[config.mk]
export PLATFORM = sky130hd
export DESIGN_NAME = matrix_multiply
export DESIGN_NICKNAME = d
export VERILOG_FILES = /design/src/sv/mm_pkg.sv /design/src/sv/matrix_multiply.sv /design/src/sv/mm_ram.sv /design/src/sv/mm_addr_gen.sv /design/src/sv/mm_mac.sv
export VERILOG_INCLUDE_DIRS = /design/src /design/src/sv
export SDC_FILE = /design/constraint.sdc
export NUM_CORES = 2
export LEC_CHECK = 0
export ABC_CLOCK_PERIOD_IN_PS = 8100
export BUFFER_PORTS_ARGS = -buffer_cell sky130_fd_sc_hd__buf_2
export CORE_MARGIN = 3
export CORE_UTILIZATION = 45
export DETAILED_ROUTE_END_ITERATION = 7
export PLACE_DENSITY = 0.63
export SLEW_MARGIN = 30
export SYNTH_ARGS = -nofsm -noshare
export SYNTH_HDL_FRONTEND = slang
export SYNTH_HIERARCHICAL = 1
export SYNTH_SLANG_ARGS = --single-unit
[constraint.sdc]
create_clock -name clk -period 8.1 [get_ports clk]
set_clock_uncertainty 0.15 [all_clocks]
set_input_delay 0.81 -clock clk [delete_from_list [all_inputs] [get_ports clk]]
set_output_delay 0.81 -clock clk [all_outputs]
set_load 0.1 [all_outputs]
[src/sv/matrix_multiply_defines.svh]
// Assertion macros used by the matrix multiplier top level.
`ifndef MATRIX_MULTIPLY_DEFINES_SVH
`define MATRIX_MULTIPLY_DEFINES_SVH

// Checks that the consequent holds in the same cycle as the antecedent.
`define MM_ASSERT_NOW(label, clk, rst_n, ante, cons, msg) \
    label: assert property (@(posedge clk) disable iff (!rst_n) (ante) |-> (cons)) \
        else $error(msg);

// Checks that the consequent holds in the cycle after the antecedent.
`define MM_ASSERT_NEXT(label, clk, rst_n, ante, cons, msg) \
    label: assert property (@(posedge clk) disable iff (!rst_n) (ante) |=> (cons)) \
        else $error(msg);

`endif

[src/sv/mm_pkg.sv]
// Types and fixed constants of the matrix multiplier.
package mm_pkg;

    // Width of a dimension register on the configuration port.
    localparam int CFG_W = 4;
    // Width of a configuration register index.
    localparam int CFG_IDX_W = 2;
    // Width of the full-precision dot product.
    localparam int ACC_W = 40;
    // Width of the row and column indexes on the result word.
    localparam int IDX_W = 3;
    // Result word: product, row, column, zero padding to whole bytes.
    localparam int OUT_TDATA_W = ((ACC_W + 2 * IDX_W + 7) / 8) * 8;
    localparam int OUT_PAD_W = OUT_TDATA_W - ACC_W - 2 * IDX_W;
    // Width of the operation selector on the input word.
    localparam int FUNC_W = 2;

    // Operation codes carried in tuser of the input channel.
    typedef enum logic [FUNC_W-1:0] {
        FUNC_LOAD_A  = 2'd0,
        FUNC_LOAD_B  = 2'd1,
        FUNC_COMPUTE = 2'd2
    } mm_func_t;

    // Configuration register indexes.
    typedef enum logic [CFG_IDX_W-1:0] {
        CFG_ROWS_A    = 2'd0,
        CFG_INNER_DIM = 2'd1,
        CFG_COLS_B    = 2'd2
    } mm_cfg_idx_t;

    // Tag that travels with each store read through the pipeline.
    typedef struct packed {
        logic             valid;
        logic             first;
        logic             last_inner;
        logic             last_all;
        logic [IDX_W-1:0] row;
        logic [IDX_W-1:0] col;
    } mm_tag_t;

    // Status of the multiply-accumulate pipeline.
    typedef struct packed {
        logic advance;
        logic busy;
    } mm_pipe_stat_t;

endpackage

[src/sv/matrix_multiply.sv]
// Matrix multiplier C = A x B: top level with load control and configuration.
//
// Input words arrive on the s_axis channel: tuser selects the operation (load the
// next element of A, load the next element of B, or compute) and tdata carries a
// signed Q8.8 element. Loads fill A and B in row-major order, one word per cycle,
// and are dropped once a store holds MAX_DIM*MAX_DIM elements. A compute word
// streams the rows_a*cols_b dot products out of m_axis in row-major order as
// signed Q24.16 values with their row and column, tlast on the final one, and
// clears both load counters. The cfg channel writes rows_a, inner_dim and cols_b
// (index 0, 1, 2); 0 acts as 1 and values above MAX_DIM act as MAX_DIM.
// The speed of a run is set by the single multiply-accumulate unit, fed by one
// read port of each store; each read passes the store read register and the
// multiply and accumulate stages before reaching the result register.
// No input word is accepted until the run has left the pipeline.
// Reset clears the load counters and sets each dimension to 8 (or MAX_DIM if
// smaller); store contents are undefined until loaded. While the receiver holds
// tready low, the result register keeps its word and the pipeline runs on until
// the next finished sum reaches its last stage, then freezes.
`include "matrix_multiply_defines.svh"

module matrix_multiply #(
    parameter int MAX_DIM    = 8,
    parameter int DATA_WIDTH = 16
) (
    input  logic                                clk,
    input  logic                                rst_n,
    // Input words.
    input  logic                                s_axis_tvalid,
    output logic                                s_axis_tready,
    // tdata: value [DATA_WIDTH-1:0], zero padding above.
    input  logic [((DATA_WIDTH + 7) / 8) * 8-1:0] s_axis_tdata,
    // tuser: func [1:0].
    input  logic [mm_pkg::FUNC_W-1:0]           s_axis_tuser,
    // Result words.
    output logic                                m_axis_tvalid,
    input  logic                                m_axis_tready,
    // tdata: product_value [39:0], row_index [42:40], col_index [45:43], zeros.
    output logic [mm_pkg::OUT_TDATA_W-1:0]      m_axis_tdata,
    output logic                                m_axis_tlast,
    // Configuration writes.
    input  logic                                cfg_valid,
    output logic                                cfg_ready,
    input  logic [mm_pkg::CFG_IDX_W-1:0]        cfg_index,
    input  logic [mm_pkg::CFG_W-1:0]            cfg_data
);
    import mm_pkg::*;

    localparam int CAP       = MAX_DIM * MAX_DIM;
    localparam int AW        = (CAP > 1) ? $clog2(CAP) : 1;
    localparam int CW        = $clog2(CAP + 1);
    localparam int DIM_W     = $clog2(MAX_DIM + 1);
    localparam int RESET_DIM = (MAX_DIM < 8) ? MAX_DIM : 8;

    typedef enum logic {
        ST_IDLE,
        ST_RUN
    } state_t;

    state_t           state_reg, state_next;
    logic [CW-1:0]    a_count_reg, a_count_next;
    logic [CW-1:0]    b_count_reg, b_count_next;
    logic [DIM_W-1:0] dim_m_reg, dim_m_next;
    logic [DIM_W-1:0] dim_n_reg, dim_n_next;
    logic [DIM_W-1:0] dim_k_reg, dim_k_next;

    logic                  in_accept;
    logic                  cfg_accept;
    mm_func_t              in_func;
    logic [DATA_WIDTH-1:0] in_value;
    logic                  a_we, b_we;
    logic                  start;
    logic                  rd_en;
    logic [AW-1:0]         a_raddr, b_raddr;
    logic [DATA_WIDTH-1:0] a_q, b_q;
    mm_tag_t               tag;
    logic                  gen_busy;
    mm_pipe_stat_t         stat;

    // Limits a written dimension to the range 1 to MAX_DIM.
    function automatic logic [DIM_W-1:0] clamp_dim(input logic [CFG_W-1:0] d);
        logic [DIM_W-1:0] r;
        if (d == '0)
        begin
            r = DIM_W'(1);
        end
        else if (int'(d) > MAX_DIM)
        begin
            r = DIM_W'(MAX_DIM);
        end
        else
        begin
            r = DIM_W'(d);
        end
        return r;
    endfunction

    // Handshakes and input word decode.
    assign s_axis_tready = (state_reg == ST_IDLE);
    assign cfg_ready     = 1'b1;
    assign in_accept     = s_axis_tvalid && s_axis_tready;
    assign cfg_accept    = cfg_valid && cfg_ready;
    assign in_func       = mm_func_t'(s_axis_tuser);
    assign in_value      = s_axis_tdata[DATA_WIDTH-1:0];

    assign a_we  = in_accept && (in_func == FUNC_LOAD_A) && (a_count_reg < CW'(CAP));
    assign b_we  = in_accept && (in_func == FUNC_LOAD_B) && (b_count_reg < CW'(CAP));
    assign start = in_accept && (in_func == FUNC_COMPUTE);

    // Control state, load counters and dimension registers.
    always_comb
    begin
        state_next   = state_reg;
        a_count_next = a_count_reg;
        b_count_next = b_count_reg;
        dim_m_next   = dim_m_reg;
        dim_n_next   = dim_n_reg;
        dim_k_next   = dim_k_reg;
        if (cfg_accept)
        begin
            case (cfg_index)
                CFG_ROWS_A:    dim_m_next = clamp_dim(cfg_data);
                CFG_INNER_DIM: dim_n_next = clamp_dim(cfg_data);
                CFG_COLS_B:    dim_k_next = clamp_dim(cfg_data);
                default:       ;
            endcase
        end
        case (state_reg)
            ST_IDLE:
            begin
                if (a_we)
                begin
                    a_count_next = a_count_reg + CW'(1);
                end
                if (b_we)
                begin
                    b_count_next = b_count_reg + CW'(1);
                end
                if (start)
                begin
                    a_count_next = '0;
                    b_count_next = '0;
                    state_next   = ST_RUN;
                end
            end
            ST_RUN:
            begin
                if (!gen_busy && !stat.busy)
                begin
                    state_next = ST_IDLE;
                end
            end
            default:
            begin
                state_next = ST_IDLE;
            end
        endcase
    end

    always_ff @(posedge clk or negedge rst_n)
    begin
        if (!rst_n)
        begin
            state_reg   <= ST_IDLE;
            a_count_reg <= '0;
            b_count_reg <= '0;
            dim_m_reg   <= DIM_W'(RESET_DIM);
            dim_n_reg   <= DIM_W'(RESET_DIM);
            dim_k_reg   <= DIM_W'(RESET_DIM);
        end
        else
        begin
            state_reg   <= state_next;
            a_count_reg <= a_count_next;
            b_count_reg <= b_count_next;
            dim_m_reg   <= dim_m_next;
            dim_n_reg   <= dim_n_next;
            dim_k_reg   <= dim_k_next;
        end
    end

    // Element stores.
    mm_ram #(
        .WIDTH (DATA_WIDTH),
        .DEPTH (CAP)
    ) u_a_store (
        .clk   (clk),
        .we    (a_we),
        .waddr (a_count_reg[AW-1:0]),
        .wdata (in_value),
        .re    (rd_en),
        .raddr (a_raddr),
        .rdata (a_q)
    );

    mm_ram #(
        .WIDTH (DATA_WIDTH),
        .DEPTH (CAP)
    ) u_b_store (
        .clk   (clk),
        .we    (b_we),
        .waddr (b_count_reg[AW-1:0]),
        .wdata (in_value),
        .re    (rd_en),
        .raddr (b_raddr),
        .rdata (b_q)
    );

    // Loop sequencer.
    mm_addr_gen #(
        .MAX_DIM (MAX_DIM)
    ) u_addr_gen (
        .clk     (clk),
        .rst_n   (rst_n),
        .start   (start),
        .advance (stat.advance),
        .dim_m   (dim_m_reg),
        .dim_n   (dim_n_reg),
        .dim_k   (dim_k_reg),
        .rd_en   (rd_en),
        .a_addr  (a_raddr),
        .b_addr  (b_raddr),
        .tag     (tag),
        .busy    (gen_busy)
    );

    // Multiply-accumulate and result register.
    mm_mac #(
        .DATA_WIDTH (DATA_WIDTH)
    ) u_mac (
        .clk           (clk),
        .rst_n         (rst_n),
        .tag_in        (tag),
        .a_q           (a_q),
        .b_q           (b_q),
        .stat          (stat),
        .m_axis_tvalid (m_axis_tvalid),
        .m_axis_tready (m_axis_tready),
        .m_axis_tdata  (m_axis_tdata),
        .m_axis_tlast  (m_axis_tlast)
    );

    // A compute word leaves both load counters at zero.
    `MM_ASSERT_NEXT(a_start_clears, clk, rst_n, start, (a_count_reg == '0) && (b_count_reg == '0), "load counters not cleared by compute")
    // The sequencer only runs during a compute run.
    `MM_ASSERT_NOW(a_gen_in_run, clk, rst_n, gen_busy, state_reg == ST_RUN, "sequencer active outside a run")
    // The pipeline stalls only behind a waiting result.
    `MM_ASSERT_NOW(a_stall_has_result, clk, rst_n, !stat.advance, m_axis_tvalid && !m_axis_tready, "pipeline stalled without a pending result")
    // No store is written while reads of a run are under way.
    `MM_ASSERT_NOW(a_no_load_in_run, clk, rst_n, a_we || b_we, !gen_busy && !stat.busy, "store written during a run")

endmodule

[src/sv/mm_ram.sv]
// Generic single-write, single-read synchronous RAM with registered read data.
module mm_ram #(
    parameter int WIDTH = 16,
    parameter int DEPTH = 64
) (
    input  logic                                   clk,
    input  logic                                   we,
    input  logic [((DEPTH > 1) ? $clog2(DEPTH) : 1)-1:0] waddr,
    input  logic [WIDTH-1:0]                       wdata,
    input  logic                                   re,
    input  logic [((DEPTH > 1) ? $clog2(DEPTH) : 1)-1:0] raddr,
    output logic [WIDTH-1:0]                       rdata
);

    logic [WIDTH-1:0] mem [DEPTH];

    // Write port.
    always_ff @(posedge clk)
    begin
        if (we)
        begin
            mem[waddr] <= wdata;
        end
    end

    // Read port; the data register holds while the read is not enabled.
    always_ff @(posedge clk)
    begin
        if (re)
        begin
            rdata <= mem[raddr];
        end
    end

endmodule

[src/sv/mm_addr_gen.sv]
// Sequencer that walks the row, column and inner loops and issues store reads.
module mm_addr_gen #(
    parameter int MAX_DIM = 8
) (
    input  logic                  clk,
    input  logic                  rst_n,
    input  logic                  start,
    input  logic                  advance,
    input  logic [$clog2(MAX_DIM+1)-1:0] dim_m,
    input  logic [$clog2(MAX_DIM+1)-1:0] dim_n,
    input  logic [$clog2(MAX_DIM+1)-1:0] dim_k,
    output logic                  rd_en,
    output logic [((MAX_DIM > 1) ? $clog2(MAX_DIM * MAX_DIM) : 1)-1:0] a_addr,
    output logic [((MAX_DIM > 1) ? $clog2(MAX_DIM * MAX_DIM) : 1)-1:0] b_addr,
    output mm_pkg::mm_tag_t       tag,
    output logic                  busy
);
    import mm_pkg::*;

    localparam int CAP   = MAX_DIM * MAX_DIM;
    localparam int AW    = (CAP > 1) ? $clog2(CAP) : 1;
    localparam int CW    = $clog2(CAP + 1);
    localparam int DIM_W = $clog2(MAX_DIM + 1);
    localparam int IW    = (MAX_DIM > 1) ? $clog2(MAX_DIM) : 1;

    logic          active_reg, active_next;
    logic [IW-1:0] i_reg, i_next;
    logic [IW-1:0] j_reg, j_next;
    logic [IW-1:0] h_reg, h_next;
    logic [CW-1:0] a_base_reg, a_base_next;
    logic [CW-1:0] b_ptr_reg, b_ptr_next;
    mm_tag_t       tag_reg, tag_next;

    logic          h_last, j_last, i_last;
    logic          issue;
    logic [CW-1:0] a_sum;
    logic [DIM_W-1:0] m_m1, n_m1, k_m1;
    mm_tag_t       tag_issue;

    // Loop end detection.
    assign m_m1   = dim_m - DIM_W'(1);
    assign n_m1   = dim_n - DIM_W'(1);
    assign k_m1   = dim_k - DIM_W'(1);
    assign h_last = (h_reg == IW'(n_m1));
    assign j_last = (j_reg == IW'(k_m1));
    assign i_last = (i_reg == IW'(m_m1));
    assign issue  = active_reg && advance;

    // A is read at i*n+h, B at h*k+j.
    assign a_sum  = a_base_reg + CW'(h_reg);
    assign a_addr = a_sum[AW-1:0];
    assign b_addr = b_ptr_reg[AW-1:0];
    assign rd_en  = issue;

    // Tag of the read issued in this cycle.
    always_comb
    begin
        tag_issue.valid      = active_reg;
        tag_issue.first      = (h_reg == '0);
        tag_issue.last_inner = h_last;
        tag_issue.last_all   = h_last && j_last && i_last;
        tag_issue.row        = IDX_W'(i_reg);
        tag_issue.col        = IDX_W'(j_reg);
    end

    // Loop counters.
    always_comb
    begin
        active_next = active_reg;
        i_next      = i_reg;
        j_next      = j_reg;
        h_next      = h_reg;
        a_base_next = a_base_reg;
        b_ptr_next  = b_ptr_reg;
        tag_next    = tag_reg;
        if (advance)
        begin
            tag_next = tag_issue;
        end
        if (start)
        begin
            active_next = 1'b1;
            i_next      = '0;
            j_next      = '0;
            h_next      = '0;
            a_base_next = '0;
            b_ptr_next  = '0;
        end
        else if (issue)
        begin
            if (h_last)
            begin
                h_next = '0;
                if (j_last)
                begin
                    j_next      = '0;
                    b_ptr_next  = '0;
                    a_base_next = a_base_reg + CW'(dim_n);
                    if (i_last)
                    begin
                        active_next = 1'b0;
                    end
                    else
                    begin
                        i_next = i_reg + IW'(1);
                    end
                end
                else
                begin
                    j_next     = j_reg + IW'(1);
                    b_ptr_next = CW'(j_reg) + CW'(1);
                end
            end
            else
            begin
                h_next     = h_reg + IW'(1);
                b_ptr_next = b_ptr_reg + CW'(dim_k);
            end
        end
    end

    always_ff @(posedge clk or negedge rst_n)
    begin
        if (!rst_n)
        begin
            active_reg <= 1'b0;
            tag_reg    <= '0;
        end
        else
        begin
            active_reg <= active_next;
            tag_reg    <= tag_next;
        end
    end

    always_ff @(posedge clk)
    begin
        i_reg      <= i_next;
        j_reg      <= j_next;
        h_reg      <= h_next;
        a_base_reg <= a_base_next;
        b_ptr_reg  <= b_ptr_next;
    end

    assign tag  = tag_reg;
    assign busy = active_reg || tag_reg.valid;

endmodule

[src/sv/mm_mac.sv]
// Multiply-accumulate pipeline with the result output register.
module mm_mac #(
    parameter int DATA_WIDTH = 16
) (
    input  logic                               clk,
    input  logic                               rst_n,
    input  mm_pkg::mm_tag_t                    tag_in,
    input  logic [DATA_WIDTH-1:0]              a_q,
    input  logic [DATA_WIDTH-1:0]              b_q,
    output mm_pkg::mm_pipe_stat_t              stat,
    output logic                               m_axis_tvalid,
    input  logic                               m_axis_tready,
    output logic [mm_pkg::OUT_TDATA_W-1:0]     m_axis_tdata,
    output logic                               m_axis_tlast
);
    import mm_pkg::*;

    mm_tag_t                      s2_tag_reg, s2_tag_next;
    mm_tag_t                      s3_tag_reg, s3_tag_next;
    logic                         out_valid_reg, out_valid_next;
    logic signed [ACC_W-1:0]      prod_reg, prod_next;
    logic signed [ACC_W-1:0]      acc_reg, acc_next;
    logic [ACC_W-1:0]             out_value_reg, out_value_next;
    logic [IDX_W-1:0]             out_row_reg, out_row_next;
    logic [IDX_W-1:0]             out_col_reg, out_col_next;
    logic                         out_last_reg, out_last_next;

    logic signed [2*DATA_WIDTH-1:0] mul_full;
    logic                           s3_done;
    logic                           advance;

    // Full signed product of the two elements.
    assign mul_full = $signed(a_q) * $signed(b_q);

    // The pipeline freezes while a finished sum waits for a full output.
    assign s3_done = s3_tag_reg.valid && s3_tag_reg.last_inner;
    assign advance = !(s3_done && out_valid_reg && !m_axis_tready);

    always_comb
    begin
        s2_tag_next    = s2_tag_reg;
        s3_tag_next    = s3_tag_reg;
        prod_next      = prod_reg;
        acc_next       = acc_reg;
        out_valid_next = out_valid_reg;
        out_value_next = out_value_reg;
        out_row_next   = out_row_reg;
        out_col_next   = out_col_reg;
        out_last_next  = out_last_reg;
        if (m_axis_tready)
        begin
            out_valid_next = 1'b0;
        end
        if (advance)
        begin
            // Multiply stage.
            s2_tag_next = tag_in;
            prod_next   = ACC_W'(mul_full);
            // Accumulate stage.
            s3_tag_next = s2_tag_reg;
            if (s2_tag_reg.valid)
            begin
                acc_next = s2_tag_reg.first ? prod_reg : acc_reg + prod_reg;
            end
            // Finished sum moves to the output register.
            if (s3_done)
            begin
                out_valid_next = 1'b1;
                out_value_next = acc_reg;
                out_row_next   = s3_tag_reg.row;
                out_col_next   = s3_tag_reg.col;
                out_last_next  = s3_tag_reg.last_all;
            end
        end
    end

    always_ff @(posedge clk or negedge rst_n)
    begin
        if (!rst_n)
        begin
            s2_tag_reg    <= '0;
            s3_tag_reg    <= '0;
            out_valid_reg <= 1'b0;
        end
        else
        begin
            s2_tag_reg    <= s2_tag_next;
            s3_tag_reg    <= s3_tag_next;
            out_valid_reg <= out_valid_next;
        end
    end

    always_ff @(posedge clk)
    begin
        prod_reg      <= prod_next;
        acc_reg       <= acc_next;
        out_value_reg <= out_value_next;
        out_row_reg   <= out_row_next;
        out_col_reg   <= out_col_next;
        out_last_reg  <= out_last_next;
    end

    assign stat.advance  = advance;
    assign stat.busy     = s2_tag_reg.valid || s3_tag_reg.valid;
    assign m_axis_tvalid = out_valid_reg;
    assign m_axis_tdata  = {{OUT_PAD_W{1'b0}}, out_col_reg, out_row_reg, out_value_reg};
    assign m_axis_tlast  = out_last_reg;

endmodule
* Word level (Yosys, flattened, before mapping)
Memories as Yosys holds them, arrays and structs flattened. A register that Yosys moved wholly into a read port is not among the register bits.
Cells that the tools add are included.
** Storage, ports and cells
- Register bits :: 199
- Memory bits (writable) :: 2048
- Input port bits :: 29
- Output and inout bits :: 52
- Logic and storage cells :: 131
- Memories :: 2
** Operators by class
- Add/sub/neg operators :: 13
- $mul :: 1
- $lt $le $gt $ge :: 3
- Equality and inequality tests :: 7
- Multiplexer cells :: 26
- Bitwise logic cells :: 3
- Reductions and logical operators :: 40
** Memory list
- u_a_store.mem :: depth 64, width 16, read ports 1, clocked after Yosys merged registers in 1, write ports 1, RTL line mm_ram.sv:15 : logic [WIDTH-1:0] mem [DEPTH];
- u_b_store.mem :: depth 64, width 16, read ports 1, clocked after Yosys merged registers in 1, write ports 1, RTL line mm_ram.sv:15
** Operators by type and width (count)
- 2-to-1 mux 7 bit :: 6
- adder 40 x 32 -> 40 bit :: 1
- 2-to-1 mux 40 bit :: 1
- multiplier 16 x 16 -> 32 bit :: 1
- AND reduction 2 bit :: 8
- adder 7 x 1 -> 7 bit, second input constant :: 2
- adder 7 x 4 -> 7 bit :: 2
- < comparator 7 bit, second input constant :: 2
- 2-to-1 mux 1 bit :: 14
- logical AND 1 bit :: 13
- nonzero test 2 bit :: 6
- adder 3 x 1 -> 3 bit, second input constant :: 3
- == test 3 bit :: 3
- subtractor 3 x 1 -> 3 bit, second input constant :: 3
- 2-to-1 mux 4 bit :: 2
- AND reduction 4 bit :: 2
- adder 6 x 3 -> 6 bit :: 1
- 2-to-1 mux 3 bit :: 2
- adder 3 x 1 -> 4 bit, second input constant :: 1
- == test 2 x 1 -> 1 bit, second input constant :: 2
- == test 2 bit, second input constant :: 2
- > comparator 4 bit, second input constant :: 1
- zero test 1 bit :: 4
- zero test 2 bit :: 2
- 6 further kinds :: 9

* Longest topological paths before layout
- Word-level depth :: 7
- Gate-level depth with buffers :: 25
- Gate-level depth less buffers :: 24

* Modules after synthesis
Netlist, hierarchy kept.
** By module, submodules not included
- mm_ram :: instances 2, cells an instance 1829, area each 40202.3 um^2, sequential area each 31230.0 um^2
- mm_mac :: instances 1, cells an instance 1619, area each 16568.4 um^2, sequential area each 4073.9 um^2
- mm_addr_gen :: instances 1, cells an instance 207, area each 1979.4 um^2, sequential area each 695.7 um^2
- matrix_multiply :: instances 1, cells an instance 124, area each 1237.4 um^2, sequential area each 679.4 um^2

* Worst setup path before layout
Ideal clock, no wire load.
- Kind :: reg-to-reg
- Start :: register u_b_store.rdata[7], read port of u_b_store.mem
- End :: register u_mac.prod_reg[25], data pin
- Library setup time :: 0.266 ns
- Data arrival time :: 5.931 ns
- Required time :: 7.684 ns
- Setup slack :: 1.754 ns
- Stages on the path, launching flop included :: 24
- Path buffers :: 1
- Clock period less this slack :: 6.346 ns
- Cells stage by stage :: edfxtp_1 -> clkbuf_1 -> nand2_1 -> fa_1 -> inv_1 -> fa_1 -> inv_1 -> fa_1 -> inv_1 -> fa_1 -> fa_1 -> inv_1 -> fa_1 -> inv_1 -> ha_1 -> and3_1 -> a21oi_1 -> a21oi_1 -> o32a_1 -> a31oi_1 -> nor2b_1 -> o21ai_0 -> a21boi_0 -> xor2_1
** On the way
- Word-level cells in the longest chain between the ends :: 1
** Ends and longest elaborated chain
- start: declaration :: RTL line mm_ram.sv:12 : output logic [WIDTH-1:0] rdata
- multiplier 16 x 16 -> 32 bit :: RTL line mm_mac.sv:33 : assign mul_full = $signed(a_q) * $signed(b_q);
- via u_mac.mul_full[25] :: RTL line mm_mac.sv:28 : logic signed [2*DATA_WIDTH-1:0] mul_full;
- end signal: assignment :: RTL line mm_mac.sv:95 : prod_reg <= prod_next;
- end: declaration :: RTL line mm_mac.sv:21 : logic signed [ACC_W-1:0] prod_reg, prod_next;
The timed path passes the listed nets, and every way through them passes these cells.
A chain may end at the register's enable or synchronous reset.

* Final worst setup path
- Start :: register u_b_store.rdata[7], read port of u_b_store.mem
- End :: register u_mac.prod_reg[30], data pin
Same word-level chain as after synthesis.

==> key figures <==
Status
  – Run status: finished clean

Final layout
  – Largest regs: u_a_store/mem (1024), u_b_store/mem (1024)
  – Share of cells above drive strength 1: 0.194
  – Fillers: 17872
  – Area Overhead vs Synth: 11.1%
  – Final instance area: 0.111 mm2
  – Fin nets: 6242
  – Reg area: 0.0679 mm2
  – Multi-input logic area: 0.0295 mm2

CTS
  – CTS Buffer Depth: 3
  – # H-tree levels: 4
  – Root buffer cell: clkbuf_16
  – Hold Buf Count CTS: 1
  – CTS tree: yes
  – Clock transition at path regs: 0.06 ns
  – Clock Latency Late Sink: 0.87 ns
  – Count of cells resized by post-cts repair: 0
  – Sink Count: 2277
  – Setup bufs post-CTS: 0
  – CTS Buf Count: 221

Floorplanning
  – Die area: 0.228 mm2
  – Chip width: 478 um
  – IO Pins: 81
  – Core area: 0.221 mm2
  – # rows: 172
  – Initial Util: 0.454
  – Die Span Y: 478 um

Setup path
  – Crit Path Max Fanout: 16
  – Total stage count of the critical path: 22
  – R2R depth: 22
  – Slowest stage cell, crit path: edfxtp_1
  – Critical Path Sink: u_mac/prod_reg[30]
  – WS Path Type: reg -> reg
  – Setup crit start: u_b_store/rdata[7]
  – Cell Chain, Critical Path: nand2_1 > fa_1 > inv_1 > fa_1 > inv_1 > fa_1 > inv_1 > fa_1 > fa_1 > inv_1 > fa_1 > inv_1 > ha_1 > and3_1 > nand2_1 > a2111o_1 > a21boi_0 > nand2_1 > a31oi_1 > a21o_1 > a21oi_1 > xnor2_1
  – CP required: 8.56 ns
  – Kind of cell adding the most delay to the critical path: adder cells
  – CP Capture Type: flip-flop
  – CP Data Arrival Time: 7.43 ns
  – R2R Setup Slk: 1.14 ns
  – Crit-path max cell delay: 0.68 ns
  – Cell mode on critical path: fa_1
  – Worst R2R End: u_mac/prod_reg[30]
  – Origin of the critical flop-to-flop path: u_b_store/rdata[7]
  – Crit start category: flip-flop
  – CP Buf/Inv Count: 5

Detailed routing
  – Post-DR wirelength/cell: 25.9 um
  – ANT nets after route: 0
  – 1st-pass router iterations: 8
  – Routed wl met2: 111 mm
  – Final wirelength: 232 mm
  – M1 wire length: 98.6 mm
  – Drt drc: 0
  – Initial drt markers: 4514
  – DR vias: 51024
  – Met3 wire length: 15.8 mm
  – Vias/cell: 5.69
  – Max Used Layer: met4

Timing
  – Peak Freq: 144 MHz
  – Final Max Tran Viols: 0
  – Worst Max-Slew Pin Slew: 1.03 ns
  – Crit share post-route: 0.860
  – Final Critical Period: 6.96 ns
  – RSZ-0062 raised after global routing: no
  – Final Hold Vio Count: 0
  – Setup TNS: 0 ns
  – Worst hold slack: 0.193 ns
  – Setup-failing EPs final: 0
  – Relative slew slack: 0.309

Global route
  – Global-route usage over all layers: 0.204
  – Largest net degree at the start of global routing: 109
  – Initial antenna violation count: 12
  – Number of global-route vias before repair: 51969
  – GRT overflow: 0
  – First-pass GRT wire length: 348 mm

Synth
  – Mapped Cells: 5606
  – Syn Area/Cell: 17.9 um2
  – Synth warnings: 6
  – Post-Syn Area: 0.100 mm2

Hold path
  – Worst Hold Class: in -> reg

Placed design
  – HPWL after DPL: 145 mm
  – Dpl cell area: 0.104 mm2
  – Port bufs: 77
  – Gpl congestion: 0.874

Run
  – Max Cap Viol: 0
-- layer usage --
layer  vias up  track usage
li1      22132            -
met4         0       0.0612
met2      1708        0.326
met1     26850        0.289
met3       334       0.0349
met5         -            0
-- worst register-to-register path, delay by kind of cell, from the launching register on --
family	cells	cell delay, ns
adders and majority gates	7	3.58
and+or+nand+nor	4	0.61
DFF	1	0.68
buffers and inverters	5	0.27
xor gates and xnor gates	1	0.12
AOI/OAI and AO/OA	5	1.30
-- per-stage QoR --
stage,setup WS (ns),std cells,utilization
after floorplan,1.75,5607,-
after global placement,1.18,8534,0.472
after detailed placement,1.10,8536,0.472
after CTS,1.07,8952,0.504
after global routing,0.727,8958,0.504
final,1.14,8963,0.504
-- final cells by class --
cell class	count	share of cell area
antenna	7	0.000157
timing repair buffer	247	0.0173
multi-input combinational	2732	0.266
clock buffer	266	0.0522
sequential	2277	0.610
inverter	327	0.0111
clock inverter	149	0.0102
tap	2958	0.0333
-- worst min-delay path by stage --
stage / startpoint / end / slack (ns) / depth (start not counted)
CTS: s_axis_tvalid / b_count_reg[2] / 0.10 / 4
global route: cfg_data[3] / dim_k_reg[3] / 0.16 / 2
finish: cfg_data[3] / dim_k_reg[3] / 0.19 / 2
detailed placement: u_mac/s3_tag_reg[4] / u_mac/out_row_reg[1] / 0.29 / 0
floorplan: u_mac/s3_tag_reg[6] / u_mac/m_axis_tlast / 0.27 / 0
global placement: u_mac/s3_tag_reg[6] / u_mac/m_axis_tlast / 0.28 / 0
-- cells in the final DEF, fill, tap and decap left out, types with 13 or more instances in the layout --
| cell type | instances |
|---|---|
| fa_1 | 266 |
| clkbuf_1 | 39 |
| nor3_1 | 24 |
| a31oi_1 | 29 |
| edfxtp_1 | 2199 |
| bufinv_16 | 13 |
| mux2_2 | 84 |
| a221oi_1 | 34 |
| xor2_1 | 29 |
| nand2b_1 | 28 |
| nor2_4 | 13 |
| nand2_1 | 322 |
| a211o_1 | 17 |
| clkinv_2 | 48 |
| mux4_2 | 440 |
| buf_4 | 165 |
| nor2b_1 | 69 |
| a21oi_1 | 94 |
| a211oi_1 | 30 |
| xnor2_1 | 50 |
| nand4_1 | 32 |
| clkinv_1 | 65 |
| mux2i_1 | 178 |
| and2_1 | 131 |
| a22oi_1 | 79 |
| a21o_1 | 41 |
| nand3_1 | 71 |
| dfrtp_1 | 54 |
| a311oi_1 | 18 |
| inv_1 | 324 |
| buf_2 | 60 |
| ha_1 | 140 |
| clkbuf_16 | 225 |
| nor2_1 | 199 |
| dfxtp_1 | 17 |
| o21ai_0 | 90 |
Power is not shown: default switching activity piles up to over one toggle a cycle in this logic, so the estimate is an artifact.
